## src/sv/scale_pitch_quantizer_defines.svh

```systemverilog
// assertion helpers used by the quantiser top level
`ifndef SCALE_PITCH_QUANTIZER_DEFINES_SVH
`define SCALE_PITCH_QUANTIZER_DEFINES_SVH

// same-cycle implication, sampled on clk, off while arst_n is low
`define SPQ_ASSERT_NOW(lbl, ante, cons) \
	lbl: assert property (@(posedge clk) disable iff (!arst_n) (ante) |-> (cons)) \
		else $error("quantiser check failed");

// next-cycle implication, sampled on clk, off while arst_n is low
`define SPQ_ASSERT_NEXT(lbl, ante, cons) \
	lbl: assert property (@(posedge clk) disable iff (!arst_n) (ante) |=> (cons)) \
		else $error("quantiser check failed");

`endif

```

## src/sv/spq_pkg.sv

```systemverilog
package spq_pkg;

	localparam int FRAC_BITS  = 16;
	localparam int VOLT_W     = 20;
	localparam int OCT_W      = VOLT_W - FRAC_BITS;
	localparam int SEMI_W     = 8;
	localparam int NOTE_W     = 4;
	localparam int MAX_NOTES  = 13;
	localparam int LEAVES     = 16;
	localparam int DIST_W     = FRAC_BITS + NOTE_W;
	localparam int KEY_W      = 5;
	localparam int NV_ENTRIES = 2 ** KEY_W;
	localparam int NV_W       = FRAC_BITS + 2;
	localparam int ONE        = 2 ** FRAC_BITS;

	// register indexes
	localparam logic [1:0] REG_ROOT   = 2'd0;
	localparam logic [1:0] REG_SCALE  = 2'd1;
	localparam logic [1:0] REG_SPARSE = 2'd2;

	// scale codes
	localparam logic [4:0] SC_AEOLIAN    = 5'd0;
	localparam logic [4:0] SC_BLUES      = 5'd1;
	localparam logic [4:0] SC_CHROMATIC  = 5'd2;
	localparam logic [4:0] SC_DIA_MINOR  = 5'd3;
	localparam logic [4:0] SC_DORIAN     = 5'd4;
	localparam logic [4:0] SC_HARM_MINOR = 5'd5;
	localparam logic [4:0] SC_INDIAN     = 5'd6;
	localparam logic [4:0] SC_LOCRIAN    = 5'd7;
	localparam logic [4:0] SC_LYDIAN     = 5'd8;
	localparam logic [4:0] SC_MAJOR      = 5'd9;
	localparam logic [4:0] SC_MEL_MINOR  = 5'd10;
	localparam logic [4:0] SC_MINOR      = 5'd11;
	localparam logic [4:0] SC_MIXOLYDIAN = 5'd12;
	localparam logic [4:0] SC_NAT_MINOR  = 5'd13;
	localparam logic [4:0] SC_PENTATONIC = 5'd14;
	localparam logic [4:0] SC_PHRYGIAN   = 5'd15;
	localparam logic [4:0] SC_TURKISH    = 5'd16;
	localparam logic [4:0] SC_NONE       = 5'd17;

	// sparsity codes
	localparam logic [2:0] SP_FULL      = 3'd0;
	localparam logic [2:0] SP_TRIAD     = 3'd1;
	localparam logic [2:0] SP_THIRD     = 3'd2;
	localparam logic [2:0] SP_FIFTH     = 3'd3;
	localparam logic [2:0] SP_ROOT_ONLY = 3'd4;

	localparam logic [3:0] RST_ROOT   = 4'd0;
	localparam logic [4:0] RST_SCALE  = SC_CHROMATIC;
	localparam logic [2:0] RST_SPARSE = SP_FULL;

	typedef logic [0:MAX_NOTES-1][NOTE_W-1:0] row_t;

	typedef struct packed {
		logic [3:0] root_note;
		logic [4:0] scale_select;
		logic [2:0] sparsity;
	} cfg_t;

	typedef struct packed {
		logic signed [VOLT_W-1:0] volts_out;
		logic signed [SEMI_W-1:0] semitone;
		logic                     passed_through;
	} res_t;

	function automatic row_t scale_row(input logic [4:0] sc);
		row_t r;
		case (sc)
			SC_AEOLIAN, SC_DIA_MINOR, SC_MINOR, SC_NAT_MINOR:
				r = '{4'd0, 4'd2, 4'd3, 4'd5, 4'd7, 4'd8, 4'd10, 4'd12,
					4'd0, 4'd0, 4'd0, 4'd0, 4'd0};
			SC_BLUES:
				r = '{4'd0, 4'd3, 4'd5, 4'd6, 4'd7, 4'd10, 4'd12, 4'd0,
					4'd0, 4'd0, 4'd0, 4'd0, 4'd0};
			SC_CHROMATIC:
				r = '{4'd0, 4'd1, 4'd2, 4'd3, 4'd4, 4'd5, 4'd6, 4'd7,
					4'd8, 4'd9, 4'd10, 4'd11, 4'd12};
			SC_DORIAN:
				r = '{4'd0, 4'd2, 4'd3, 4'd5, 4'd7, 4'd9, 4'd10, 4'd12,
					4'd0, 4'd0, 4'd0, 4'd0, 4'd0};
			SC_HARM_MINOR:
				r = '{4'd0, 4'd2, 4'd3, 4'd5, 4'd7, 4'd8, 4'd11, 4'd12,
					4'd0, 4'd0, 4'd0, 4'd0, 4'd0};
			SC_INDIAN:
				r = '{4'd0, 4'd1, 4'd1, 4'd4, 4'd5, 4'd8, 4'd10, 4'd12,
					4'd0, 4'd0, 4'd0, 4'd0, 4'd0};
			SC_LOCRIAN:
				r = '{4'd0, 4'd1, 4'd3, 4'd5, 4'd6, 4'd8, 4'd10, 4'd12,
					4'd0, 4'd0, 4'd0, 4'd0, 4'd0};
			SC_LYDIAN:
				r = '{4'd0, 4'd2, 4'd4, 4'd6, 4'd7, 4'd9, 4'd11, 4'd12,
					4'd0, 4'd0, 4'd0, 4'd0, 4'd0};
			SC_MAJOR:
				r = '{4'd0, 4'd2, 4'd4, 4'd5, 4'd7, 4'd9, 4'd11, 4'd12,
					4'd0, 4'd0, 4'd0, 4'd0, 4'd0};
			SC_MEL_MINOR:
				r = '{4'd0, 4'd2, 4'd3, 4'd5, 4'd7, 4'd8, 4'd9, 4'd10,
					4'd11, 4'd12, 4'd0, 4'd0, 4'd0};
			SC_MIXOLYDIAN:
				r = '{4'd0, 4'd2, 4'd4, 4'd5, 4'd7, 4'd9, 4'd10, 4'd12,
					4'd0, 4'd0, 4'd0, 4'd0, 4'd0};
			SC_PENTATONIC:
				r = '{4'd0, 4'd2, 4'd4, 4'd7, 4'd9, 4'd12, 4'd0, 4'd0,
					4'd0, 4'd0, 4'd0, 4'd0, 4'd0};
			SC_PHRYGIAN:
				r = '{4'd0, 4'd1, 4'd3, 4'd5, 4'd7, 4'd8, 4'd10, 4'd12,
					4'd0, 4'd0, 4'd0, 4'd0, 4'd0};
			SC_TURKISH:
				r = '{4'd0, 4'd1, 4'd3, 4'd5, 4'd7, 4'd10, 4'd11, 4'd12,
					4'd0, 4'd0, 4'd0, 4'd0, 4'd0};
			default:
				r = '0;
		endcase
		return r;
	endfunction

	function automatic logic [NOTE_W-1:0] scale_len(input logic [4:0] sc);
		logic [NOTE_W-1:0] n;
		case (sc)
			SC_BLUES:      n = 4'd7;
			SC_CHROMATIC:  n = 4'd13;
			SC_MEL_MINOR:  n = 4'd10;
			SC_PENTATONIC: n = 4'd6;
			default:       n = 4'd8;
		endcase
		return n;
	endfunction

	// bit i kept: entry i of an eight-note scale
	function automatic logic [7:0] sparse_mask(input logic [2:0] sp);
		logic [7:0] m;
		case (sp)
			SP_TRIAD:     m = 8'h15;
			SP_THIRD:     m = 8'h05;
			SP_FIFTH:     m = 8'h11;
			SP_ROOT_ONLY: m = 8'h01;
			default:      m = 8'hFF;
		endcase
		return m;
	endfunction

	// k semitones as a voltage, rounded to nearest, built at elaboration
	function automatic logic [NV_ENTRIES*NV_W-1:0] build_note_volts();
		logic [NV_ENTRIES*NV_W-1:0] t;
		t = '0;
		for (int k = 0; k < NV_ENTRIES; k++) begin
			t[k*NV_W +: NV_W] = NV_W'((k * ONE + 6) / 12);
		end
		return t;
	endfunction

	localparam logic [NV_ENTRIES*NV_W-1:0] NOTE_VOLTS = build_note_volts();

endpackage

```

## src/sv/scale_pitch_quantizer.sv

```systemverilog
// scale_pitch_quantizer: snaps a 1 V/octave pitch voltage to a scale note, or passes it through for scale none
// an accepted input request is captured in stage one and its result is registered in stage two, which drives m_*
// one request per cycle unless a stalled result on m_* holds the pipeline, set by the input and output registers
// the note search is a single pass through a combinational compare tree between the two registers
// reset: arst_n asynchronous, clears pipeline valids and restores the
// registers (root 0, scale chromatic, sparsity full); no clearing pass
`include "scale_pitch_quantizer_defines.svh"

module scale_pitch_quantizer (
	input  logic        clk,
	input  logic        arst_n,
	// input stream
	input  logic        s_tvalid,
	output logic        s_tready,
	input  logic [23:0] s_tdata,   // [19:0] volts_in, [23:20] zero
	// output stream
	output logic        m_tvalid,
	input  logic        m_tready,
	output logic [31:0] m_tdata,   // [19:0] volts_out, [27:20] semitone, [31:28] zero
	output logic        m_tuser,   // [0] passed_through
	// configuration
	input  logic        psel,
	input  logic        penable,
	input  logic        pwrite,
	input  logic [3:0]  paddr,
	input  logic [31:0] pwdata,
	output logic [31:0] prdata,
	output logic        pready
);

	localparam int VW = spq_pkg::VOLT_W;
	localparam int SW = spq_pkg::SEMI_W;

	spq_pkg::cfg_t  cfg;
	spq_pkg::res_t  res;

	// stage one holds the captured request, stage two is the output register
	logic                  valid_s1;
	logic signed [VW-1:0]  volts_s1;
	logic                  valid_s2;
	spq_pkg::res_t         res_s2;
	logic                  adv_s2;
	logic                  load_s2;

	assign pready = 1'b1;

	spq_regs u_regs (
		.clk     (clk),
		.arst_n  (arst_n),
		.psel    (psel),
		.penable (penable),
		.pwrite  (pwrite),
		.paddr   (paddr),
		.pwdata  (pwdata),
		.prdata  (prdata),
		.cfg     (cfg)
	);

	// output register frees up when empty or when its result is taken
	assign adv_s2   = !valid_s2 || m_tready;
	assign load_s2  = valid_s1 && adv_s2;
	// stage one refills whenever it is empty or moving on
	assign s_tready = !valid_s1 || adv_s2;

	always_ff @(posedge clk or negedge arst_n) begin
		if (!arst_n) begin
			valid_s1 <= 1'b0;
			valid_s2 <= 1'b0;
		end else begin
			if (s_tready) valid_s1 <= s_tvalid;
			if (adv_s2)   valid_s2 <= valid_s1;
		end
	end

	always_ff @(posedge clk) begin
		if (s_tvalid && s_tready) volts_s1 <= s_tdata[VW-1:0];
		if (load_s2)              res_s2   <= res;
	end

	// quantiser logic between the two registers
	spq_quant u_quant (
		.volts (volts_s1),
		.cfg   (cfg),
		.res   (res)
	);

	assign m_tvalid = valid_s2;
	assign m_tdata  = {{(32-VW-SW){1'b0}}, res_s2.semitone, res_s2.volts_out};
	assign m_tuser  = res_s2.passed_through;

	// a pass-through result never carries a semitone number
	`SPQ_ASSERT_NOW(a_pass_semi_zero, m_tvalid && m_tuser, m_tdata[27:20] == 8'd0)
	// a request waiting behind a stalled result is kept, not dropped
	`SPQ_ASSERT_NEXT(a_s1_held, valid_s1 && valid_s2 && !m_tready, valid_s1 && valid_s2)
	// a request moving on always lands in the output register
	`SPQ_ASSERT_NEXT(a_s2_loaded, valid_s1 && (!valid_s2 || m_tready), m_tvalid)

endmodule

```

## src/sv/spq_regs.sv

```systemverilog
module spq_regs (
	input  logic               clk,
	input  logic               arst_n,
	input  logic               psel,
	input  logic               penable,
	input  logic               pwrite,
	input  logic [3:0]         paddr,
	input  logic [31:0]        pwdata,
	output logic [31:0]        prdata,
	output spq_pkg::cfg_t      cfg
);

	logic       wr_en;
	logic [1:0] reg_idx;
	logic [3:0] root_q;
	logic [4:0] scale_q;
	logic [2:0] sparse_q;

	assign reg_idx = paddr[3:2];
	assign wr_en   = psel & penable & pwrite;

	always_ff @(posedge clk or negedge arst_n) begin
		if (!arst_n) begin
			root_q   <= spq_pkg::RST_ROOT;
			scale_q  <= spq_pkg::RST_SCALE;
			sparse_q <= spq_pkg::RST_SPARSE;
		end else if (wr_en) begin
			unique case (reg_idx)
				spq_pkg::REG_ROOT:   root_q   <= pwdata[3:0];
				spq_pkg::REG_SCALE:  scale_q  <= pwdata[4:0];
				spq_pkg::REG_SPARSE: sparse_q <= pwdata[2:0];
				default: ;
			endcase
		end
	end

	always_comb begin
		unique case (reg_idx)
			spq_pkg::REG_ROOT:   prdata = {28'd0, root_q};
			spq_pkg::REG_SCALE:  prdata = {27'd0, scale_q};
			spq_pkg::REG_SPARSE: prdata = {29'd0, sparse_q};
			default:             prdata = 32'd0;
		endcase
	end

	assign cfg.root_note    = root_q;
	assign cfg.scale_select = scale_q;
	assign cfg.sparsity     = sparse_q;

endmodule

```

## src/sv/spq_quant.sv

```systemverilog
module spq_quant (
	input  logic signed [spq_pkg::VOLT_W-1:0] volts,
	input  spq_pkg::cfg_t                     cfg,
	output spq_pkg::res_t                     res
);

	localparam int FB  = spq_pkg::FRAC_BITS;
	localparam int VW  = spq_pkg::VOLT_W;
	localparam int OW  = spq_pkg::OCT_W;
	localparam int DW  = spq_pkg::DIST_W;
	localparam int NW  = spq_pkg::NOTE_W;
	localparam int SW  = spq_pkg::SEMI_W;
	localparam int KW  = spq_pkg::KEY_W;
	localparam int NVW = spq_pkg::NV_W;
	localparam int LV  = spq_pkg::LEAVES;

	spq_pkg::row_t                  row;
	logic [NW-1:0]                  len;
	logic [7:0]                     mask8;
	logic [0:spq_pkg::MAX_NOTES-1]  keep;
	logic [OW-1:0]                  oct;
	logic [FB-1:0]                  frac;
	logic [DW-1:0]                  frac12;
	logic signed [DW:0]             diff;
	logic [DW-1:0]                  d0 [LV];
	logic [NW-1:0]                  n0 [LV];
	logic [DW-1:0]                  d1 [LV/2];
	logic [NW-1:0]                  n1 [LV/2];
	logic [DW-1:0]                  d2 [LV/4];
	logic [NW-1:0]                  n2 [LV/4];
	logic [DW-1:0]                  d3 [LV/8];
	logic [NW-1:0]                  n3 [LV/8];
	logic [NW-1:0]                  best;
	logic [KW-1:0]                  key;
	logic [NVW-1:0]                 nv;
	logic signed [VW+1:0]           sum;
	logic signed [SW:0]             oct_ext;
	logic signed [SW:0]             semi;

	assign oct    = volts[VW-1:FB];
	assign frac   = volts[FB-1:0];
	assign frac12 = ({{NW{1'b0}}, frac} << 3) + ({{NW{1'b0}}, frac} << 2);

	always_comb begin
		row   = spq_pkg::scale_row(cfg.scale_select);
		len   = spq_pkg::scale_len(cfg.scale_select);
		mask8 = (len == NW'(8)) ? spq_pkg::sparse_mask(cfg.sparsity) : 8'hFF;
		diff  = '0;
		for (int i = 0; i < spq_pkg::MAX_NOTES; i++) begin
			keep[i] = (NW'(i) < len);
			if (i < 8) keep[i] = keep[i] & mask8[3'(i)];
		end
		// leaves: distance in twelfths of a fraction unit, masked notes pushed out
		for (int i = 0; i < LV; i++) begin
			d0[i] = '1;
			n0[i] = '0;
			if (i < spq_pkg::MAX_NOTES) begin
				diff = $signed({1'b0, frac12}) - $signed({1'b0, row[i], {FB{1'b0}}});
				n0[i] = row[i];
				if (keep[i]) d0[i] = diff[DW] ? DW'(-diff) : diff[DW-1:0];
			end
		end
		// tree keeps the left leaf on a tie, so the earliest note wins
		for (int i = 0; i < LV/2; i++) begin
			if (d0[2*i+1] < d0[2*i]) begin
				d1[i] = d0[2*i+1]; n1[i] = n0[2*i+1];
			end else begin
				d1[i] = d0[2*i];   n1[i] = n0[2*i];
			end
		end
		for (int i = 0; i < LV/4; i++) begin
			if (d1[2*i+1] < d1[2*i]) begin
				d2[i] = d1[2*i+1]; n2[i] = n1[2*i+1];
			end else begin
				d2[i] = d1[2*i];   n2[i] = n1[2*i];
			end
		end
		for (int i = 0; i < LV/8; i++) begin
			if (d2[2*i+1] < d2[2*i]) begin
				d3[i] = d2[2*i+1]; n3[i] = n2[2*i+1];
			end else begin
				d3[i] = d2[2*i];   n3[i] = n2[2*i];
			end
		end
		best = (d3[1] < d3[0]) ? n3[1] : n3[0];
	end

	assign key     = KW'({1'b0, cfg.root_note} + {1'b0, best});
	assign nv      = spq_pkg::NOTE_VOLTS[key*NVW +: NVW];
	assign sum     = $signed({{2{oct[OW-1]}}, oct, {FB{1'b0}}})
		+ $signed({{(VW+2-NVW){1'b0}}, nv});
	assign oct_ext = $signed({{(SW+1-OW){oct[OW-1]}}, oct});
	assign semi    = (oct_ext <<< 3) + (oct_ext <<< 2) + $signed({{(SW+1-KW){1'b0}}, key});

	always_comb begin
		if (cfg.scale_select >= spq_pkg::SC_NONE) begin
			res.volts_out      = volts;
			res.semitone       = '0;
			res.passed_through = 1'b1;
		end else begin
			res.passed_through = 1'b0;
			res.semitone       = semi[SW-1:0];
			if (!sum[VW+1] && (sum[VW] || sum[VW-1]))
				res.volts_out = {1'b0, {(VW-1){1'b1}}};
			else if (sum[VW+1] && !(sum[VW] && sum[VW-1]))
				res.volts_out = {1'b1, {(VW-1){1'b0}}};
			else
				res.volts_out = sum[VW-1:0];
		end
	end

endmodule
```

## config.mk

```make
export PLATFORM = sky130hd
export DESIGN_NAME = scale_pitch_quantizer
export DESIGN_NICKNAME = d
export VERILOG_FILES = /design/src/sv/spq_pkg.sv /design/src/sv/scale_pitch_quantizer.sv /design/src/sv/spq_regs.sv /design/src/sv/spq_quant.sv
export VERILOG_INCLUDE_DIRS = /design/src /design/src/sv
export SDC_FILE = /design/constraint.sdc
export NUM_CORES = 1
export LEC_CHECK = 0
export BUFFER_PORTS_ARGS = -buffer_cell sky130_fd_sc_hd__buf_4
export CAP_MARGIN = 20
export CORE_MARGIN = 2
export CORE_UTILIZATION = 60
export DETAILED_ROUTE_END_ITERATION = 8
export PLACE_DENSITY = 0.85
export SYNTH_ARGS = -nofsm -noshare
export SYNTH_HDL_FRONTEND = slang
export SYNTH_HIERARCHICAL = 1
export SYNTH_SLANG_ARGS = --single-unit
```

## constraint.sdc

```tcl
create_clock -name clk -period 44.8 [get_ports clk]
set_input_delay 13.44 -clock clk [delete_from_list [all_inputs] [get_ports clk]]
set_output_delay 13.44 -clock clk [all_outputs]
set_load 0.02 [all_outputs]
```

# Word-level counts from Yosys, hierarchy flattened
# Memories as Yosys holds them, arrays and structs flattened.
# Cells that the tools add are included.
word_totals:
  latch_bits: 0
  out_inout_bits: 68
  ff_bits: 63
  mem_bits_ro: 1184
  in_bits: 67
  ram_bits: 0
  memories: 1
  elab_cells: 135
memory_table:
  columns: ["memory", "depth", "width", "read_ports", "rd_clocked_by_memory_dff", "wr", "line", "text"]
  rows:
  - ["(no name shown)", 32, 37, 1, 0, 0, "spq_pkg.sv:68", "case (sc)"]
classes:
  bitwise_logic: 6
  n_div: 0
  n_mux: 46
  addsub: 23
  magnitude_cmp: 21
  eq_ne: 11
  mul: 1
  reduce_logical: 16
  shift: 1
op_table:
  columns: ["op", "count"]
  rows:
  - ["2-to-1 mux 20 bit", 30]
  - ["indexed part select 576 x 11 -> 18 bit, first input constant", 1]
  - ["negation 20 bit", 9]
  - ["subtractor 20 x 20 -> 21 bit", 8]
  - ["less-than comparator 20 bit", 8]
  - ["less-than comparator 20 bit, first input constant", 3]
  - ["2-to-1 mux 4 bit", 12]
  - ["case mux 4 bit (4 select lines)", 2]
  - ["2-to-1 mux 29 bit", 1]
  - ["adder 20 x 19 -> 21 bit", 1]
  - ["subtractor 20 x 20 -> 21 bit, second input constant", 1]
  - ["adder 19 x 18 -> 20 bit", 1]
  - ["less-than comparator 4 bit, first input constant", 5]
  - ["case mux 5 bit (3 select lines)", 1]
  - ["== test 5 x 4 -> 1 bit, second input constant", 2]
  - ["multiplier 5 x 4 -> 9 bit, second input constant", 1]
  - ["adder 7 x 6 -> 8 bit", 1]
  - ["adder 8 x 6 -> 8 bit", 1]
  - ["less-than comparator 1 x 4 -> 1 bit, first input constant", 2]
  - ["less-than comparator 2 x 4 -> 1 bit, first input constant", 2]
  - ["AND 1 bit", 6]
  - ["== test 3 x 2 -> 1 bit, second input constant", 2]
  - ["AND reduction 2 bit", 3]
  - ["adder 4 x 4 -> 5 bit", 1]
  - ["other kinds (12)", 21]

# Longest topological paths before layout
logic_depth:
  depth_word: 24
  ltp_mapped: 82
  ltp_nobuf: 76

# Modules after synthesis
# Netlist, hierarchy kept.
modules_own_cells:
  columns: ["mod", "cells_each", "seq_area_each_um2", "instances", "area_each_um2"]
  rows:
  - ["spq_quant", 1743, 0.0, 1, 11324.6]
  - ["scale_pitch_quantizer", 64, 1521.5, 1, 1620.3]
  - ["spq_regs", 70, 301.5, 1, 764.5]

# Worst setup path before layout
# Ideal clock, no wire load.
synth_path:
  path_kind: "input-to-output"
  from: "in paddr[2]"
  to: "out prdata[0]"
  path_stages: 3
  required_ns: 31.360
  path_buffers: 1
  slack_ns: 17.159
  arrival_ns: 14.201
  cell_sequence: "buf_2 -> mux2i_1 -> o21ai_0"
synth_between:
  elab_chain_len: 2
  word_cells_on_any_way: 4
  cone_classes: "eq/ne: 2; mux: 1; reduce/logical: 1"
synth_rtl:
  columns: ["element", "line", "text"]
  rows:
  - ["from (decl)", "scale_pitch_quantizer.sv:25", "input logic [3:0] paddr,"]
  - ["== test 2 bit, or another cell as far along", "spq_regs.sv:38", "unique case (reg_idx)"]
  - ["case mux 5 bit (3 select lines) (*)", "spq_regs.sv:38", null]
  - ["to (decl)", "scale_pitch_quantizer.sv:27", "output logic [31:0] prdata,"]
# Mark *: on every way between the ends. The rest lies on a longest branch, timed or not.

# Worst setup path after layout
layout_path:
  from: "in paddr[3]"
  to: "out prdata[2]"
# The elaborated chain is that of the path after synthesis.

==> impl_results.md <==
* Clock slew at reported path FFs at roughly 50 ps
* Startpoint Class: input port
* Library cells used by synthesis at 99
* CTS tree: done
* Post-synth EDFFs at between 40 and 50
* Post-route cell area at 14600 um^2
* Vias at between 10000 and 15000
* CTS Buffer Depth at 2
* GP Congestion at ~0.96
* Net total in the final layout at around 2100
* HP Class: reg2reg
* Routed Antenna Nets at 0
* Die area at around 24000 um^2
* First-pass iteration count of the detailed router at 6
* Synth warnings at 6
* H-tree levels at 3
* CP required at between 30000 and 40000 ps
* Initial DRC Count at roughly 1300
* Register area at 1820 um^2
* DRT Wirelength at between 30000 and 40000 um
* First-pass GRT wire length at between 60000 and 70000 um
* Area taken by multi-input logic gates at approximately 11000 um^2
* Ant diodes at 0
* # hold bufs at CTS at 0
* Register bit count reported by yosys at 63
* Synth cell count leaders: ha_1, nand2_1, a21oi_1
* Vias in the first global route at 13322
* DP Area at 14200 um^2
* Crit. End Element: output port
* Main synth FF type: edfxtp_1
* Max-slew violation count at 0
* Minimum clock period at between 20000 and 30000 ps
* Final worst-path cycle share at approximately 62%
* Cts repair resizes at 0
* Grt total ovfl at 0
* Fin Setup TNS at 0 ps
* Max Fclk at approximately 36 MHz
* Share of layout cells above drive strength 1 at between 10% and 20%
* Vert. Die Dim at about 160 um
* Layout area overhead at 6.25%
* Root Driver: clkbuf_16
* Largest net degree at the start of global routing at 50
* Num rows at 55
* Avg Vias per Cell at about 6.6
* Max_slew headroom at roughly 33%
* Starting Density at 60.9%
* # IOs at between 100 and 150
* Endpoints failing setup at 0
* Antenna violations before repair at 0
* GRT Util Overall at around a third
* Synth Cell Area at between 10000 and 15000 um^2
* Clock Latency Late Sink at around 340 ps
* Die Span X at roughly 160 um
* Core Box Area at 22500 um^2
* DRC viols at 0
* Transition time of the tightest slew-check pin at between 1000 and 1500 ps
* Post-CTS Setup Repair Bufs at 0
* Final hold violations at 0
* Status: finished clean
* TritonCTS buffer count at 9
* RSZ-0062 raised after global routing: no
* I/O Buffers at 69
* Sequential fraction of the synthesis area at a little over an eighth
* Routed WL per cell at 18.3 um
* MaxCap Viol Count at 0
* Most frequent cell after synthesis: ha_1
* Dpl hpwl at about 29000 um
* Clock skew at 8.48 ps
* Mapped Cells at 1877
* Fill cell count at between 1500 and 2000
* Crit path DAT at about 14000 ps
* Clock Sinks at between 60 and 70
* Worst Path Class, Setup: in2out
* Post-synth ARST share at approximately 22%
* Worst Path Max Fanout at 9
* Largest area contributor in the netlist: ha_1
* Syn avg cell area at approximately 7.3 um^2
* Area share of the largest cell type after synthesis at between 10% and 20%
* Synth area leaders: ha_1, edfxtp_1, a21oi_1
registers in the layout, summed over array words and instances, names as in the netlist:
signal	cells
valid_s1	1
volts_s1	20
m_tuser	1
u_regs/sparse_q	3
m_tvalid	1
m_tdata	28
u_regs/scale_q	5
u_regs/root_q	4
worst paths after layout:
path	startpoint	endpoint	slack, ps	depth (start not counted)
min reg2reg	u_regs/root_q[3]$_DFFE_PN0P_	u_regs/root_q[3]$_DFFE_PN0P_	550	1
min in group asynchronous	arst_n	u_regs/sparse_q[1]$_DFFE_PN0P_	12940	1
min	u_regs/root_q[3]$_DFFE_PN0P_	u_regs/root_q[3]$_DFFE_PN0P_	550	1
max reg2reg	volts_s1[0]$_DFFE_PP_	m_tdata[7]$_DFFE_PP_	25790	74
max	paddr[3]	prdata[2]	17150	5
max in group asynchronous	arst_n	u_regs/scale_q[1]$_DFFE_PN1P_	31620	1
layer usage:
metal	share of wire, %	global-route usage (%)
met1	40	41.1
met2	46	53.5
met3	9.1	3.98
met4	4.6	15.6
met5	0	0
layout make-up:
type                    instances  share of cell area, %
clock inverters                 6                  0.584
repair buffers                106                   5.46
inverters                      88                   2.28
clock buffers                  10                   1.57
well taps                     285                   2.45
multi-input cells            1598                   75.1
flip-flops and latches         63                   12.5
kinds of logic after synthesis:
logic type,share of synthesized area [%]
AOI/OAI and AO/OA,24.9
xor gates and xnor gates,6.56
adders and majority gates,19.8
buffers and inverters,7.88
DFF,13.3
muxes,3.83
other,0.0821
and+or+nand+nor,23.6
metrics by stage:
step	std cells	worst slack, ps	utilization (%)	hold WS, ps
floorplan	1906	17160	-	494
global placement	2139	17270	63.3	527
detailed placement	2139	17240	63.3	535
CTS	2155	17180	64.7	552
global route	2156	17090	64.7	563
finish	2156	17150	64.7	547
placed cells by master (no fill, tap or decap), types with 10 or more instances in the layout:
| master | n |
|---|---|
| nor2_1 | 154 |
| a31oi_1 | 23 |
| nand2_1 | 171 |
| edfxtp_1 | 49 |
| nor2b_1 | 18 |
| a211oi_1 | 18 |
| mux2_2 | 17 |
| inv_1 | 75 |
| mux2i_1 | 30 |
| nor3_1 | 91 |
| nand3_1 | 84 |
| nand2b_1 | 19 |
| ha_1 | 200 |
| xor2_1 | 11 |
| and2_1 | 13 |
| fa_1 | 10 |
| o21ai_0 | 147 |
| o31a_1 | 11 |
| a21o_1 | 76 |
| dfrtp_1 | 13 |
| a21oi_1 | 160 |
| and3_1 | 29 |
| buf_4 | 106 |
| or3_1 | 13 |
| conb_1 | 32 |
| nand4_1 | 23 |
| xnor2_1 | 88 |
worst max-delay path, cell delays in order:
cell     delay [ps]
buf_4           130
nor2b_1         220
nand2_1          90
o21ai_0         130
buf_4           200
Power is not shown: default switching activity piles up to over one toggle a cycle in this logic, so the estimate is an artifact.
